### src/hdl/tcgd_pkg.sv
// shared types, constants and codes of the touch cluster gesture detector
// no dependencies
package tcgd_pkg;

    localparam int MAX_TOUCHES  = 16;
    localparam int MAX_CLUSTERS = 8;
    localparam int TCH_W        = $clog2(MAX_TOUCHES);
    localparam int CL_W         = $clog2(MAX_CLUSTERS);
    localparam int CNT_W        = 5;

    localparam logic [CNT_W-1:0] COUNT_CAP = 5'd31;

    localparam logic [1:0] MODE_PRESS   = 2'd0;
    localparam logic [1:0] MODE_MOVE    = 2'd1;
    localparam logic [1:0] MODE_RELEASE = 2'd2;

    localparam logic [2:0] KIND_CREATED   = 3'd0;
    localparam logic [2:0] KIND_UPDATED   = 3'd1;
    localparam logic [2:0] KIND_REMOVED   = 3'd2;
    localparam logic [2:0] KIND_ARM_SET   = 3'd3;
    localparam logic [2:0] KIND_ARM_CLEAR = 3'd4;
    localparam logic [2:0] KIND_TRIGGERED = 3'd5;
    localparam logic [2:0] KIND_DROPPED   = 3'd6;

    localparam logic [1:0] CFG_MIN_COUNT  = 2'd0;
    localparam logic [1:0] CFG_BOX_LIMIT  = 2'd1;
    localparam logic [1:0] CFG_JOIN_DIST  = 2'd2;
    localparam logic [1:0] CFG_HOLD_TIME  = 2'd3;

    typedef struct packed {
        logic [1:0]         mode;
        logic [7:0]         finger_id;
        logic signed [15:0] pos_x;
        logic signed [15:0] pos_y;
        logic [31:0]        now_ms;
    } in_t;

    typedef struct packed {
        logic [2:0]         event_kind;
        logic [31:0]        cluster_id;
        logic [CNT_W-1:0]   member_count;
        logic signed [15:0] box_left;
        logic signed [15:0] box_top;
        logic signed [15:0] box_right;
        logic signed [15:0] box_bottom;
        logic               last;
    } out_t;

    typedef struct packed {
        logic               valid;
        logic               armed;
        logic [CNT_W-1:0]   count;
        logic [31:0]        ident;
        logic signed [15:0] left;
        logic signed [15:0] top;
        logic signed [15:0] right;
        logic signed [15:0] bottom;
        logic [31:0]        start;
    } clus_t;

    typedef struct packed {
        logic               valid;
        logic [7:0]         finger;
        logic signed [15:0] x;
        logic signed [15:0] y;
        logic [CL_W-1:0]    slot;
    } tch_t;

    typedef struct packed {
        logic            we;
        logic [CL_W-1:0] sel;
        clus_t           rec;
        logic            shift;
        logic [CL_W-1:0] rm;
    } clus_ctl_t;

    typedef struct packed {
        logic             we;
        logic [TCH_W-1:0] sel;
        tch_t             rec;
        logic             dec;
        logic [CL_W-1:0]  rm;
    } tch_ctl_t;

endpackage

### src/hdl/tcgd_touch_cell.sv
// one touch slot: finger, position and owning cluster slot
// depends on tcgd_pkg
module tcgd_touch_cell (
    input  logic                        clk,
    input  logic                        rst_n,
    input  logic [tcgd_pkg::TCH_W-1:0]  cell_index,
    input  tcgd_pkg::tch_ctl_t          ctl,
    output tcgd_pkg::tch_t              rec
);
    import tcgd_pkg::*;

    tch_t rec_reg;
    tch_t rec_next;

    always_comb
    begin
        rec_next = rec_reg;
        if (ctl.we && ctl.sel == cell_index)
        begin
            rec_next = ctl.rec;
        end
        else if (ctl.dec && rec_reg.valid && rec_reg.slot > ctl.rm)
        begin
            rec_next.slot = rec_reg.slot - 1'b1;
        end
    end

    always_ff @(posedge clk or negedge rst_n)
    begin
        if (!rst_n)
        begin
            rec_reg <= '0;
        end
        else
        begin
            rec_reg <= rec_next;
        end
    end

    assign rec = rec_reg;

endmodule

### config.mk
export PLATFORM = sky130hd
export DESIGN_NAME = tcgd_touch_cell
export DESIGN_NICKNAME = d
export VERILOG_FILES = /design/src/hdl/tcgd_pkg.sv /design/src/hdl/tcgd_touch_cell.sv
export SDC_FILE = /design/constraint.sdc
export NUM_CORES = 1
export LEC_CHECK = 0
export BUFFER_PORTS_ARGS = -buffer_cell sky130_fd_sc_hd__buf_2
export CORE_MARGIN = 4
export CORE_UTILIZATION = 40
export DETAILED_ROUTE_END_ITERATION = 7
export PLACE_DENSITY_LB_ADDON = 0.08
export SYNTH_ARGS = -nofsm -noshare
export SYNTH_HDL_FRONTEND = slang
export SYNTH_SLANG_ARGS = --single-unit
### constraint.sdc
create_clock -name clk -period 1.83 [get_ports clk]
set_clock_uncertainty 0.2 [all_clocks]
set_input_delay 0.0915 -clock clk [delete_from_list [all_inputs] [get_ports clk]]
set_output_delay 0.0915 -clock clk [all_outputs]
set_load 0.1 [all_outputs]
Word-level counts from Yosys, hierarchy flattened
Cells that the tools add are included.
- input port bits: 59
- output and inout port bits: 44
- register bits after elaboration: 44
- multiplexer cells: 2
- reductions and logical operators: 4
- eq/ne operators: 1
- $add $sub $neg: 1
- $lt $le $gt $ge: 1
- operators by type and width (operator ; count):
    $mux 3 ; 2
    $eq 4x4->1 ; 1
    $gt 3x3->1 ; 1
    $logic_and 1x1->1 ; 3
    $sub 3x1->3 const B ; 1
    $reduce_bool 2->1 ; 1

Longest topological paths before layout
- word-level depth: 4
- mapped depth: 6
- gate-level depth less buffers: 6

Worst setup path after synthesis
OpenSTA, ideal clock, no wires.
- kind: flip-flop to flip-flop
- from: register rec_reg, in the netlist rec[2]
- to: register rec_reg, in the netlist rec[2]
- buffers on the path: 0
- cell stages (with the launch flop): 6
- path slack: -0.797 ns
- arrival: 2.303 ns
- path through: dfrtp_1 > ha_1 > and3_1 > a2111oi_0 > xor2_1 > mux2_2
- word-level cells in the longest chain between the ends: 3
- elaborated cells between the ends (all ways): 6
- those cells by class: 1 x add/sub; 1 x order compare; 2 x mux; 2 x reduce/logical
- ends and longest elaborated chain (element ; RTL line ; source):
    from (decl) ; tcgd_touch_cell.sv:12 ; tch_t rec_reg;
    from (signal assigned) ; tcgd_touch_cell.sv:36 ; rec_reg <= rec_next;
    $sub 3x1->3 / $gt 3x3->1 (equally long branches) ; tcgd_touch_cell.sv:24, tcgd_touch_cell.sv:22 ;
    $mux 3 / $logic_and 1x1->1 (equally long branches) ; tcgd_touch_cell.sv:22 ; else if (ctl.dec && rec_reg.valid && rec_reg.slot > ctl.rm)
    $mux 3 / $reduce_bool 2->1 (equally long branches) ; - ;
Parallel ways exist; a longest one is shown, timed or not. The select of a mux whose other input is x is not followed.
A chain may end at the register's enable or synchronous reset.

Worst setup path in the final report
- from: register rec_reg, in the netlist rec[2]
- to: register rec_reg, in the netlist rec[0]
- word-level cells in the longest chain between the ends: 3
- ends and longest elaborated chain (element ; RTL line):
    $gt 3x3->1 ; tcgd_touch_cell.sv:22
    $logic_and 1x1->1 ; tcgd_touch_cell.sv:22
    $reduce_bool 2->1 (no line) ; -
Every way passes these cells.

==> run summary <==
====================================================================================================
Status                                                                                  finished, violations left
Violations in the final reports                                                         negative setup slack
Leading post-synthesis cells by cell area                                               dfrtp_1 54%, mux2_4 28%, buf_12 3.0%, ha_1 2.5%, mux2_2 2.2%
Sequential cell area fraction in the yosys report                                              54.2%
Buffers from clock root to sink, at most                                                           2
Final ANT Viol Nets                                                                                0
Total half-perimeter wirelength after legalization and detailed placement                    3560 um
Via count                                                                                       1567
Critical path peak fanout                                                                          4
Maximum capacitance violations                                                                     0
Share of the clock period used by the worst path                                                106%
Min setup slack post-route                                                                 -0.117 ns
Antenna Diode Count                                                                                0
Clock-pin slew reported for the worst setup and hold paths after clock tree synthesis        0.08 ns
Maximum level of the CTS H-tree                                                                    2
Final critical path time including I/O delays and setup                                      1.95 ns
Post-synth top area share                                                                      54.2%
Endpoint type of the worst setup path                                                           flop
Final Instance Count excl. Fillers                                                               351
Max-slew violations                                                                                0
Cell area after technology mapping                                                      0.00203 sq mm
Worst Tran Pin Value                                                                        0.512 ns
Cell type with the largest total area after synthesis                                        dfrtp_1
Area Growth Syn to Fin                                                                         60.3%
Wire length of the first global-routing pass                                                 8090 um
Number of flip-flops under the largest register name                                              44
Number of DRC violations after detailed-routing iteration 0                                       23
Reg-to-Reg Start                                                                              rec[2]
Vias in the first global route                                                                  1709
Remaining global-route overflow                                                                    0
Worst hold margin                                                                          0.0767 ns
Worst slack, placed                                                                        -0.147 ns
Num Clock Sinks                                                                                   44
Detailed-route vias per instance                                                                4.46
Setup-violating endpoint count in the final report                                                 3
Number of nets in the layout                                                                     346
Reg-to-reg slack, setup                                                                     -0.12 ns
Wire length per cell                                                                         14.6 um
Post-CTS setup repair buffer count                                                                 0
Number of primary I/O pins                                                                       103
Count of unresolved DRC violations after routing                                                   0
Worst Path Required                                                                          1.84 ns
CTS tree                                                                                         yes
Most common library cell in the layout ignoring fill and taps                                  buf_2
Layout fillers                                                                                   378
Unrepaired setup endpoints after global routing                                                  yes
Post-placement cell count                                                                        298
Startpoint kind of the worst setup timing path                                                  flop
Effective utilization at floorplan                                                             42.2%
Largest net degree at the start of global routing                                                 35
Site Rows                                                                                         25
Worst rel slew slack                                                                           66.1%
Final weighted congestion in routability-driven placement                                      0.702
Number of nets in the synthesized netlist                                                        188
Final-report hold violation count                                                                  0
Startpoint of the worst setup timing path                                                     rec[2]
Inserted Clock Buffers                                                                             5
Floorplan core area                                                                     0.00482 sq mm
Root Buffer                                                                                 clkbuf_8
Clock latency of the later-clocked register in the worst-skew pair                           0.29 ns
Syn avg cell area                                                                         16.3 sq um
Crit path cell chain                                                                    ha_4, nand3b_1, and2_1, or3_1, a31oi_1
X dimension of the die                                                                       79.3 um
Highest Clock Rate                                                                           514 MHz
Slowest cell on the critical path                                                            dfrtp_4
Total number of yosys warnings                                                                     0
Critical path start-end classification                                                  flop to flop
GRT Overall Usage                                                                              16.9%
Proportion of layout cells with a drive suffix above 1                                         60.9%
Signal arrival time at the worst endpoint                                                    1.96 ns
I/O Buffers                                                                                      102
Height of the die                                                                            79.3 um
Top library cells by usage in the layout, fill and taps aside                           102 x buf_2, 45 x dlygate4sd3_1, 40 x dfrtp_1
Final WL                                                                                     5120 um
Initial antenna violation count                                                                    0
Total of flip-flops plus latches after synthesis                                                  44
Floorplan die area                                                                      0.00628 sq mm
Peak per-stage delay on the critical path                                                    0.49 ns
Hold Crit Class                                                                         primary input to asynchronous set/reset pin
Mapped Cells                                                                                     125
Number of search-and-repair iterations in the first detailed-routing pass                          4
Number of distinct library cells after synthesis                                                  24
====================================================================================================
-- kinds of logic after synthesis --
family	synth area share [%]
adders and majority gates	2.46
AOI/OAI and AO/OA	2.71
xor gates and xnor gates	0.862
and+or+nand+nor	3.94
muxes	30.3
DFF	54.2
buffers and inverters	5.54
-- synth_stat cells (all sizes together) --
master,number
and3,1
nand2,1
mux2,42
o2111ai,1
buf,5
a21oi,1
a31oi,2
a221o,1
xor2,2
or3,3
a2111oi,1
dfrtp,44
nand2b,2
nor4,2
nand3b,1
o21ai,2
nor2b,1
inv,7
ha,4
or2,1
and2,1
-- critical path: cells and delay by family (launching register included) --
family / cells / cell delay, ns
fa+ha+maj: 1 / 0.29
simple gates: 3 / 0.71
flops: 1 / 0.49
compound gates: 1 / 0.18
-- repair_timing --
action,CTS,global route
setup endpoints to repair,3,3
pin swaps,1,0
hold endpoints to repair,63,0
gates resized for setup,3,2
hold buffers,45,0
-- stage by stage --
| step | cell area [sq um] | TNS (ns) | utilization (%) |
|---|---|---|---|
| floorplan | 2080 | -0.698 | - |
| global placement | 2670 | -4.76 | 55.3 |
| detailed placement | 2670 | -5.92 | 55.3 |
| CTS | 3240 | -0.267 | 67.3 |
| global route | 3260 | -0.507 | 67.6 |
| finish | 3260 | -0.295 | 67.6 |
-- final cells by class --
cell class	instances	area (sq um)	area share, %
clock buffers	5	68.8	2.11
inverters	7	26.3	0.806
well taps	67	83.8	2.57
repair buffers	156	1040	32.0
flip-flops and latches	44	1110	34.2
clock inverters	3	46.3	1.42
multi-input cells	69	878	27.0
-- metal layers --
layer	global-route usage, %	vias up	wire [um]
met4	6.19	0	72
li1	-	750	-
met2	31.4	56	2730
met1	19.1	753	2020
met5	0	-	0
met3	3.29	8	300
-- worst paths after layout --
check | cells after the start | end
setup / recovery | 5 | rec[0]
max in group asynchronous | 3 | rec[43]
setup reg to reg | 5 | rec[0]
hold / removal | 2 | rec[33]
min in group clk | 5 | rec[1]
hold reg to reg | 1 | rec[31]
Power is not shown: default switching activity piles up to over one toggle a cycle in this logic, so the estimate is an artifact.
