===== src/hdl/tcgd_pkg.sv =====
// shared types, constants and codes of the touch cluster gesture detector
// no dependencies
package tcgd_pkg;

    localparam int MAX_TOUCHES  = 16;
    localparam int MAX_CLUSTERS = 8;
    localparam int TCH_W        = $clog2(MAX_TOUCHES);
    localparam int CL_W         = $clog2(MAX_CLUSTERS);
    localparam int CNT_W        = 5;

    localparam logic [CNT_W-1:0] COUNT_CAP = 5'd31;

    localparam logic [1:0] MODE_PRESS   = 2'd0;
    localparam logic [1:0] MODE_MOVE    = 2'd1;
    localparam logic [1:0] MODE_RELEASE = 2'd2;

    localparam logic [2:0] KIND_CREATED   = 3'd0;
    localparam logic [2:0] KIND_UPDATED   = 3'd1;
    localparam logic [2:0] KIND_REMOVED   = 3'd2;
    localparam logic [2:0] KIND_ARM_SET   = 3'd3;
    localparam logic [2:0] KIND_ARM_CLEAR = 3'd4;
    localparam logic [2:0] KIND_TRIGGERED = 3'd5;
    localparam logic [2:0] KIND_DROPPED   = 3'd6;

    localparam logic [1:0] CFG_MIN_COUNT  = 2'd0;
    localparam logic [1:0] CFG_BOX_LIMIT  = 2'd1;
    localparam logic [1:0] CFG_JOIN_DIST  = 2'd2;
    localparam logic [1:0] CFG_HOLD_TIME  = 2'd3;

    typedef struct packed {
        logic [1:0]         mode;
        logic [7:0]         finger_id;
        logic signed [15:0] pos_x;
        logic signed [15:0] pos_y;
        logic [31:0]        now_ms;
    } in_t;

    typedef struct packed {
        logic [2:0]         event_kind;
        logic [31:0]        cluster_id;
        logic [CNT_W-1:0]   member_count;
        logic signed [15:0] box_left;
        logic signed [15:0] box_top;
        logic signed [15:0] box_right;
        logic signed [15:0] box_bottom;
        logic               last;
    } out_t;

    typedef struct packed {
        logic               valid;
        logic               armed;
        logic [CNT_W-1:0]   count;
        logic [31:0]        ident;
        logic signed [15:0] left;
        logic signed [15:0] top;
        logic signed [15:0] right;
        logic signed [15:0] bottom;
        logic [31:0]        start;
    } clus_t;

    typedef struct packed {
        logic               valid;
        logic [7:0]         finger;
        logic signed [15:0] x;
        logic signed [15:0] y;
        logic [CL_W-1:0]    slot;
    } tch_t;

    typedef struct packed {
        logic            we;
        logic [CL_W-1:0] sel;
        clus_t           rec;
        logic            shift;
        logic [CL_W-1:0] rm;
    } clus_ctl_t;

    typedef struct packed {
        logic             we;
        logic [TCH_W-1:0] sel;
        tch_t             rec;
        logic             dec;
        logic [CL_W-1:0]  rm;
    } tch_ctl_t;

endpackage


===== src/hdl/tcgd_cluster_cell.sv =====
// one cluster slot: holds a cluster record, loads it or takes its younger neighbor's
// depends on tcgd_pkg
module tcgd_cluster_cell (
    input  logic                        clk,
    input  logic                        rst_n,
    input  logic [tcgd_pkg::CL_W-1:0]   cell_index,
    input  tcgd_pkg::clus_ctl_t         ctl,
    input  tcgd_pkg::clus_t             from_next,
    output tcgd_pkg::clus_t             rec
);
    import tcgd_pkg::*;

    clus_t rec_reg;
    clus_t rec_next;

    always_comb
    begin
        rec_next = rec_reg;
        if (ctl.shift && cell_index >= ctl.rm)
        begin
            rec_next = from_next;
        end
        else if (ctl.we && ctl.sel == cell_index)
        begin
            rec_next = ctl.rec;
        end
    end

    always_ff @(posedge clk or negedge rst_n)
    begin
        if (!rst_n)
        begin
            rec_reg <= '0;
        end
        else
        begin
            rec_reg <= rec_next;
        end
    end

    assign rec = rec_reg;

endmodule


===== config.mk =====
export PLATFORM = sky130hd
export DESIGN_NAME = tcgd_cluster_cell
export DESIGN_NICKNAME = d
export VERILOG_FILES = /design/src/hdl/tcgd_pkg.sv /design/src/hdl/tcgd_cluster_cell.sv
export SDC_FILE = /design/constraint.sdc
export NUM_CORES = 1
export LEC_CHECK = 0
export BUFFER_PORTS_ARGS = -buffer_cell sky130_fd_sc_hd__buf_2
export CORE_AREA = 2 2 164 166
export DETAILED_ROUTE_END_ITERATION = 8
export DIE_AREA = 0 0 166 168
export GPL_TIMING_DRIVEN = 0
export PLACE_DENSITY = 0.61
export SLEW_MARGIN = 0
export SYNTH_ARGS = -nofsm -noshare
export SYNTH_HDL_FRONTEND = slang
export SYNTH_SLANG_ARGS = --single-unit

===== constraint.sdc =====
create_clock -name clk -period 1.1 [get_ports clk]
set_input_delay 0.055 -clock clk [delete_from_list [all_inputs] [get_ports clk]]
set_output_delay 0.055 -clock clk [all_outputs]
set_load 0.01 [all_outputs]

==> run_results.csv, run 1 <==
group,metric,value,unit
status,error_line,"[ERROR RSZ-0060] Max buffer count reached.",
placed_design,dpl.hpwl,16100,um
synthesis,async_flop_share,100,%
synthesis,syn_nets,732,
die,die_x,166,um
die,row_count,60,
placed_design,gp_congestion,0.772,
clocking,clock-sinks,135,
clocking,postCtsSetupBuffers,8,
synthesis,ys_seq_area_share,50.4,%
synthesis,yosysMostFrequentCell,"mux2_2",
die,ios,418,
clocking,cts_max_level,4,
die,die_h,168,um
synthesis,synth_top_area_cell,"dfrtp_1",
clocking,root_buffer,"clkbuf_16",
synthesis,syn_avg_cell_area,15.0,um^2
die,start_util,25.4,%
synthesis,synth_ff_type,"dfrtp_1",
clocking,cts_buffers,17,
synthesis,synth_top_area_share,50.4,%
status,status,"stopped before the end",
clocking,clk_path_buf_depth,2,
synthesis,synth_seq_cells,135,
clocking,postCtsHoldBufs,250,
synthesis,netlist_area,0.00671,mm^2
synthesis,syn_inst,446,
synthesis,synth_area_leaders,"dfrtp_1 50%, mux2_2 37%, mux2_1 8.4%",
status,failed_stage,"clock tree synthesis (4_1_cts)",
placed_design,io_buffers,417,
clocking,ctsResizeCount,113,
synthesis,synth.distinct_cells,14,
placed_design,place_inst,1205,
synthesis,synth_warnings,0,
synthesis,synth_edf_count,0,
synthesis,synthTopCellsByCount,"220 x mux2_2, 135 x dfrtp_1, 50 x mux2_1, 9 x buf_2, 8 x buf_1",
## metrics by stage
stage          area (um^2)  worst slack (ns)
2_1_floorplan         6750            -0.583
3_3_place_gp          9270             -2.17
3_5_place_dp          9300             -1.38
## cells by family after synthesis
family          count (synthesis)  synth area share, %
fa+ha+maj                       3                0.560
flops                         135                 50.4
simple gates                    2                0.280
mux                           270                 45.3
xor+xnor                        3                0.392
compound gates                  2                0.243
buf+inv                        31                 2.80
==> inputs of run 2 (changes only) <==
--- a/config.mk
+++ b/config.mk
@@ -6,11 +6,10 @@
 export NUM_CORES = 1
 export LEC_CHECK = 0
 export BUFFER_PORTS_ARGS = -buffer_cell sky130_fd_sc_hd__buf_2
-export CORE_AREA = 2 2 164 166
+export CORE_UTILIZATION = 20
 export DETAILED_ROUTE_END_ITERATION = 8
-export DIE_AREA = 0 0 166 168
 export GPL_TIMING_DRIVEN = 0
-export PLACE_DENSITY = 0.61
+export PLACE_DENSITY_LB_ADDON = 0.15
 export SLEW_MARGIN = 0
 export SYNTH_ARGS = -nofsm -noshare
 export SYNTH_HDL_FRONTEND = slang
==> run 2 against run 1 <==
Area after synthesis did not move; the flow now finishes, with violations (setup timing); synthesized cell count unchanged.
==> run_results.csv, run 2 <==
group,metric,value,unit
cells_and_area,utilization,42.2,%
cells_and_area,area_growth,107,%
detailed_routing,drtAntennaViolNets,0,
setup_path,critPathMaxStageDelay,0.31,ns
power,power.density,1550,mW/mm^2
synthesis,synth_warnings,0,
timing,fmax,697,MHz
cells_and_area,drive_gt1_share,61.1,%
power,finalPower,21400,uW
status,violations,"setup timing",
setup_path,path_cells,"buf_8 -> inv_6 -> ha_4 -> nand2b_4 -> a211o_1 -> o211ai_1 -> buf_6 -> buf_12 -> buf_12 -> mux2_4",
die,dieArea,0.0343,mm^2
timing,worstMarginPinSlew,0.642,ns
min_path,hp-class,"primary input to asynchronous set/reset pin",
setup_path,r2r_setup_slack,0.01,ns
synthesis,async_flop_share,100,%
detailed_routing,wl_per_cell,16.4,um
timing,finalHoldWorstSlack,0.177,ns
clocking,cts_buffers,17,
timing,period_minus_slack,1.44,ns
grt,grt_usage,15.0,%
timing,maxSlewHeadroom,57.2,%
detailed_routing,firstDrtPassIters,4,
setup_path,startpoint_type,"primary input",
clocking,insertion_delay,0.44,ns
synthesis,synthTopCellsByCount,"220 x mux2_2, 135 x dfrtp_1, 50 x mux2_1, 9 x buf_2, 8 x buf_1",
setup_path,crit_family,"buffers and inverters",
detailed_routing,via_count,6465,
synthesis,yosysMostFrequentCell,"mux2_2",
synthesis,ys_seq_area_share,50.4,%
power,peakVddDrop,1.00,mV
power,p_leak,0.00685,uW
grt,overflow,0,
die,die_x,185,um
clocking,path_clk_slew,0.06,ns
synthesis,synth_top_area_cell,"dfrtp_1",
synthesis,syn_avg_cell_area,15.0,um^2
cells_and_area,largest_reg_flops,135,
die,die_h,185,um
timing,final_max_slew_viol_count,0,
job,cap_violations,0,
setup_path,critPathRequiredTime,1.42,ns
cells_and_area,final_cell_mix,"422 x buf_2, 271 x dlygate4sd3_1, 135 x dfrtp_1, 110 x mux2_4, 110 x mux2_2",
cells_and_area,fillers,3073,
placed_design,place_inst,1306,
cells_and_area,stdcell_count,1633,
die,fp.coreArea,0.0328,mm^2
synthesis,syn_nets,732,
detailed_routing,via_per_inst,3.96,
setup_path,cpMostUsedCell,"buf_12",
timing,finalSetupViolCount,135,
synthesis,synth_ff_type,"dfrtp_1",
setup_path,crit_path_end_kind,"flop",
synthesis,synth_area_leaders,"dfrtp_1 50%, mux2_2 37%, mux2_1 8.4%",
placed_design,gp_congestion,0.690,
cells_and_area,antenna_cells,0,
detailed_routing,post-route-drc-count,0,
grt,grt_pass1_vias,7126,
detailed_routing,drt_wl_total,26700,um
timing,fin_worst_skew,0,ns
timing,fin_crit_sh,131,%
cells_and_area,nets,1464,
clocking,cts_tree,"done",
placed_design,dpl.hpwl,17400,um
clocking,clock-sinks,135,
setup_path,cp_slowest_cell,"mux2_4",
grt,grt_pass1_wl,38600,um
die,start_util,20.5,%
die,ios,418,
grt,grt_max_degree,75,
timing,rsz0062_at_grt,"true",
synthesis,synth.distinct_cells,14,
placed_design,io_buffers,417,
synthesis,synth_edf_count,0,
setup_path,cp.arrival,1.76,ns
detailed_routing,drtIter0Drc,101,
timing,fin_ws,-0.336,ns
clocking,root_buffer,"clkbuf_16",
clocking,clk_path_buf_depth,2,
setup_path,worst-path-max-fanout,10,
clocking,cts_max_level,4,
status,status,"finished with violations",
synthesis,synth_top_area_share,50.4,%
grt,antenna_found_initial,0,
cells_and_area,mostFrequentLayoutCell,"buf_2",
setup_path,crit_buf_inv,5,
timing,finalHoldViolCount,0,
setup_path,criticalPathCategory,"primary input to flop",
synthesis,synth_seq_cells,135,
synthesis,netlist_area,0.00671,mm^2
synthesis,syn_inst,446,
die,row_count,66,
run 2: cell counts after synthesis:
No cell type changed its count.
run 2: layout make-up:
class                      instances  area (um^2)  share of cell area (%)
buffer                            26          339                    2.45
clock buffer                      21          470                    3.40
clock inverter                    11          146                    1.06
inverter                           3         16.3                   0.117
multi-input combinational        280         3610                    26.1
sequential                       135         3380                    24.4
tap                              442          553                    3.99
timing repair buffer             715         5340                    38.5
run 2: repair_timing:
item                       in CTS  in global routing
hold endpoints to repair      208                  0
gates cloned                    5                  6
resized for setup             136                 51
pin swaps                       2                  1
setup endpoints to repair     136                199
setup buffers                  15                  0
hold buffers                  271                  0
run 2: logic make-up after synthesis:
kind of cell / after synthesis / synth area share [%]
compound gates: 2 / 0.243
xor+xnor: 3 / 0.392
simple gates: 2 / 0.280
flops: 135 / 50.4
mux: 270 / 45.3
fa+ha+maj: 3 / 0.560
buf+inv: 31 / 2.80
run 2: routing by layer:
layer  up-vias  global-route usage, %  part of all wire [%]
met3        28                   5.09                   7.6
met1      3052                   16.6                    39
met4         0                   5.19                   1.6
met5         -                      0                     0
li1       3098                      -                     -
met2       287                   26.8                    51
run 2: metrics by stage:
step                worst slack (ns)  area, um^2  TNS [ns]
finish                        -0.336       13800    -37.27
global route                  -0.372       13800    -42.61
CTS                           -0.295       13500    -30.85
detailed placement             -1.53        9430   -190.45
global placement               -2.40        9390   -518.99
floorplan                     -0.583        6750    -68.11
run 2: final timing paths:
path	from	cells after the start	to
min	rst_n	2	rec[62]
min in group clk	from_next[2]	3	rec[2]
max in group asynchronous	rst_n	3	rec[101]
min reg2reg	rec[114]	2	rec[114]
max reg2reg	rec[111]	2	rec[111]
max	cell_index[0]	10	rec[81]
run 2: report_power, final:
part           internal (uW)  switching, uW
registers               6350            662
logic                   5130           3110
clock network           3740           2410
(Power assumes the default switching activity.)
==> inputs of run 3 (changes only) <==
--- a/config.mk
+++ b/config.mk
@@ -6,8 +6,9 @@
 export NUM_CORES = 1
 export LEC_CHECK = 0
 export BUFFER_PORTS_ARGS = -buffer_cell sky130_fd_sc_hd__buf_2
-export CORE_UTILIZATION = 20
+export CORE_AREA = 2 2 163 165
 export DETAILED_ROUTE_END_ITERATION = 8
+export DIE_AREA = 0 0 165 167
 export GPL_TIMING_DRIVEN = 0
 export PLACE_DENSITY_LB_ADDON = 0.15
 export SLEW_MARGIN = 0
==> run 3 against run 2 <==
The flow now stops in clock tree synthesis (4_1_cts); synthesized cell count did not move; area after synthesis unchanged.
==> run_results.csv, run 3 <==
group,metric,value,unit
placed_design,dpl.hpwl,17800,um
status,error_line,"[ERROR RSZ-0060] Max buffer count reached.",
synthesis,synth_top_area_share,50.4,%
synthesis,synth_ff_type,"dfrtp_1",
synthesis,synth.distinct_cells,14,
clocking,cts_max_level,4,
synthesis,synth_top_area_cell,"dfrtp_1",
clocking,cts_buffers,17,
synthesis,synth_warnings,0,
die,ios,418,
die,die_h,167,um
clocking,postCtsHoldBufs,250,
synthesis,synth_seq_cells,135,
placed_design,place_inst,1199,
placed_design,dp_slack,-1.40,ns
die,start_util,26.0,%
synthesis,synthTopCellsByCount,"220 x mux2_2, 135 x dfrtp_1, 50 x mux2_1, 9 x buf_2, 8 x buf_1",
clocking,ctsResizeCount,101,
die,row_count,59,
synthesis,syn_avg_cell_area,15.0,um^2
clocking,root_buffer,"clkbuf_16",
synthesis,syn_nets,732,
synthesis,async_flop_share,100,%
die,die_x,165,um
status,failed_stage,"clock tree synthesis (4_1_cts)",
clocking,postCtsSetupBuffers,14,
placed_design,place_area,0.00929,mm^2
synthesis,syn_inst,446,
synthesis,synth_area_leaders,"dfrtp_1 50%, mux2_2 37%, mux2_1 8.4%",
synthesis,synth_edf_count,0,
synthesis,yosysMostFrequentCell,"mux2_2",
clocking,clock-sinks,135,
synthesis,netlist_area,0.00671,mm^2
placed_design,io_buffers,417,
clocking,clk_path_buf_depth,2,
placed_design,gp_congestion,0.756,
status,status,"stopped before the end",
synthesis,ys_seq_area_share,50.4,%
## run 3: cell families after synthesis
family                     share of synthesized area (%)
buffers and inverters                               2.80
and+or+nand+nor                                    0.280
DFF                                                 50.4
adders and majority gates                          0.560
xor gates and xnor gates                           0.392
AOI/OAI and AO/OA                                  0.243
muxes                                               45.3
## run 3: stage by stage
step                      hold WS (ns)  utilization (%)
after floorplan                 -0.241                -
after detailed placement         0.124             36.1
after global placement           0.287             35.9
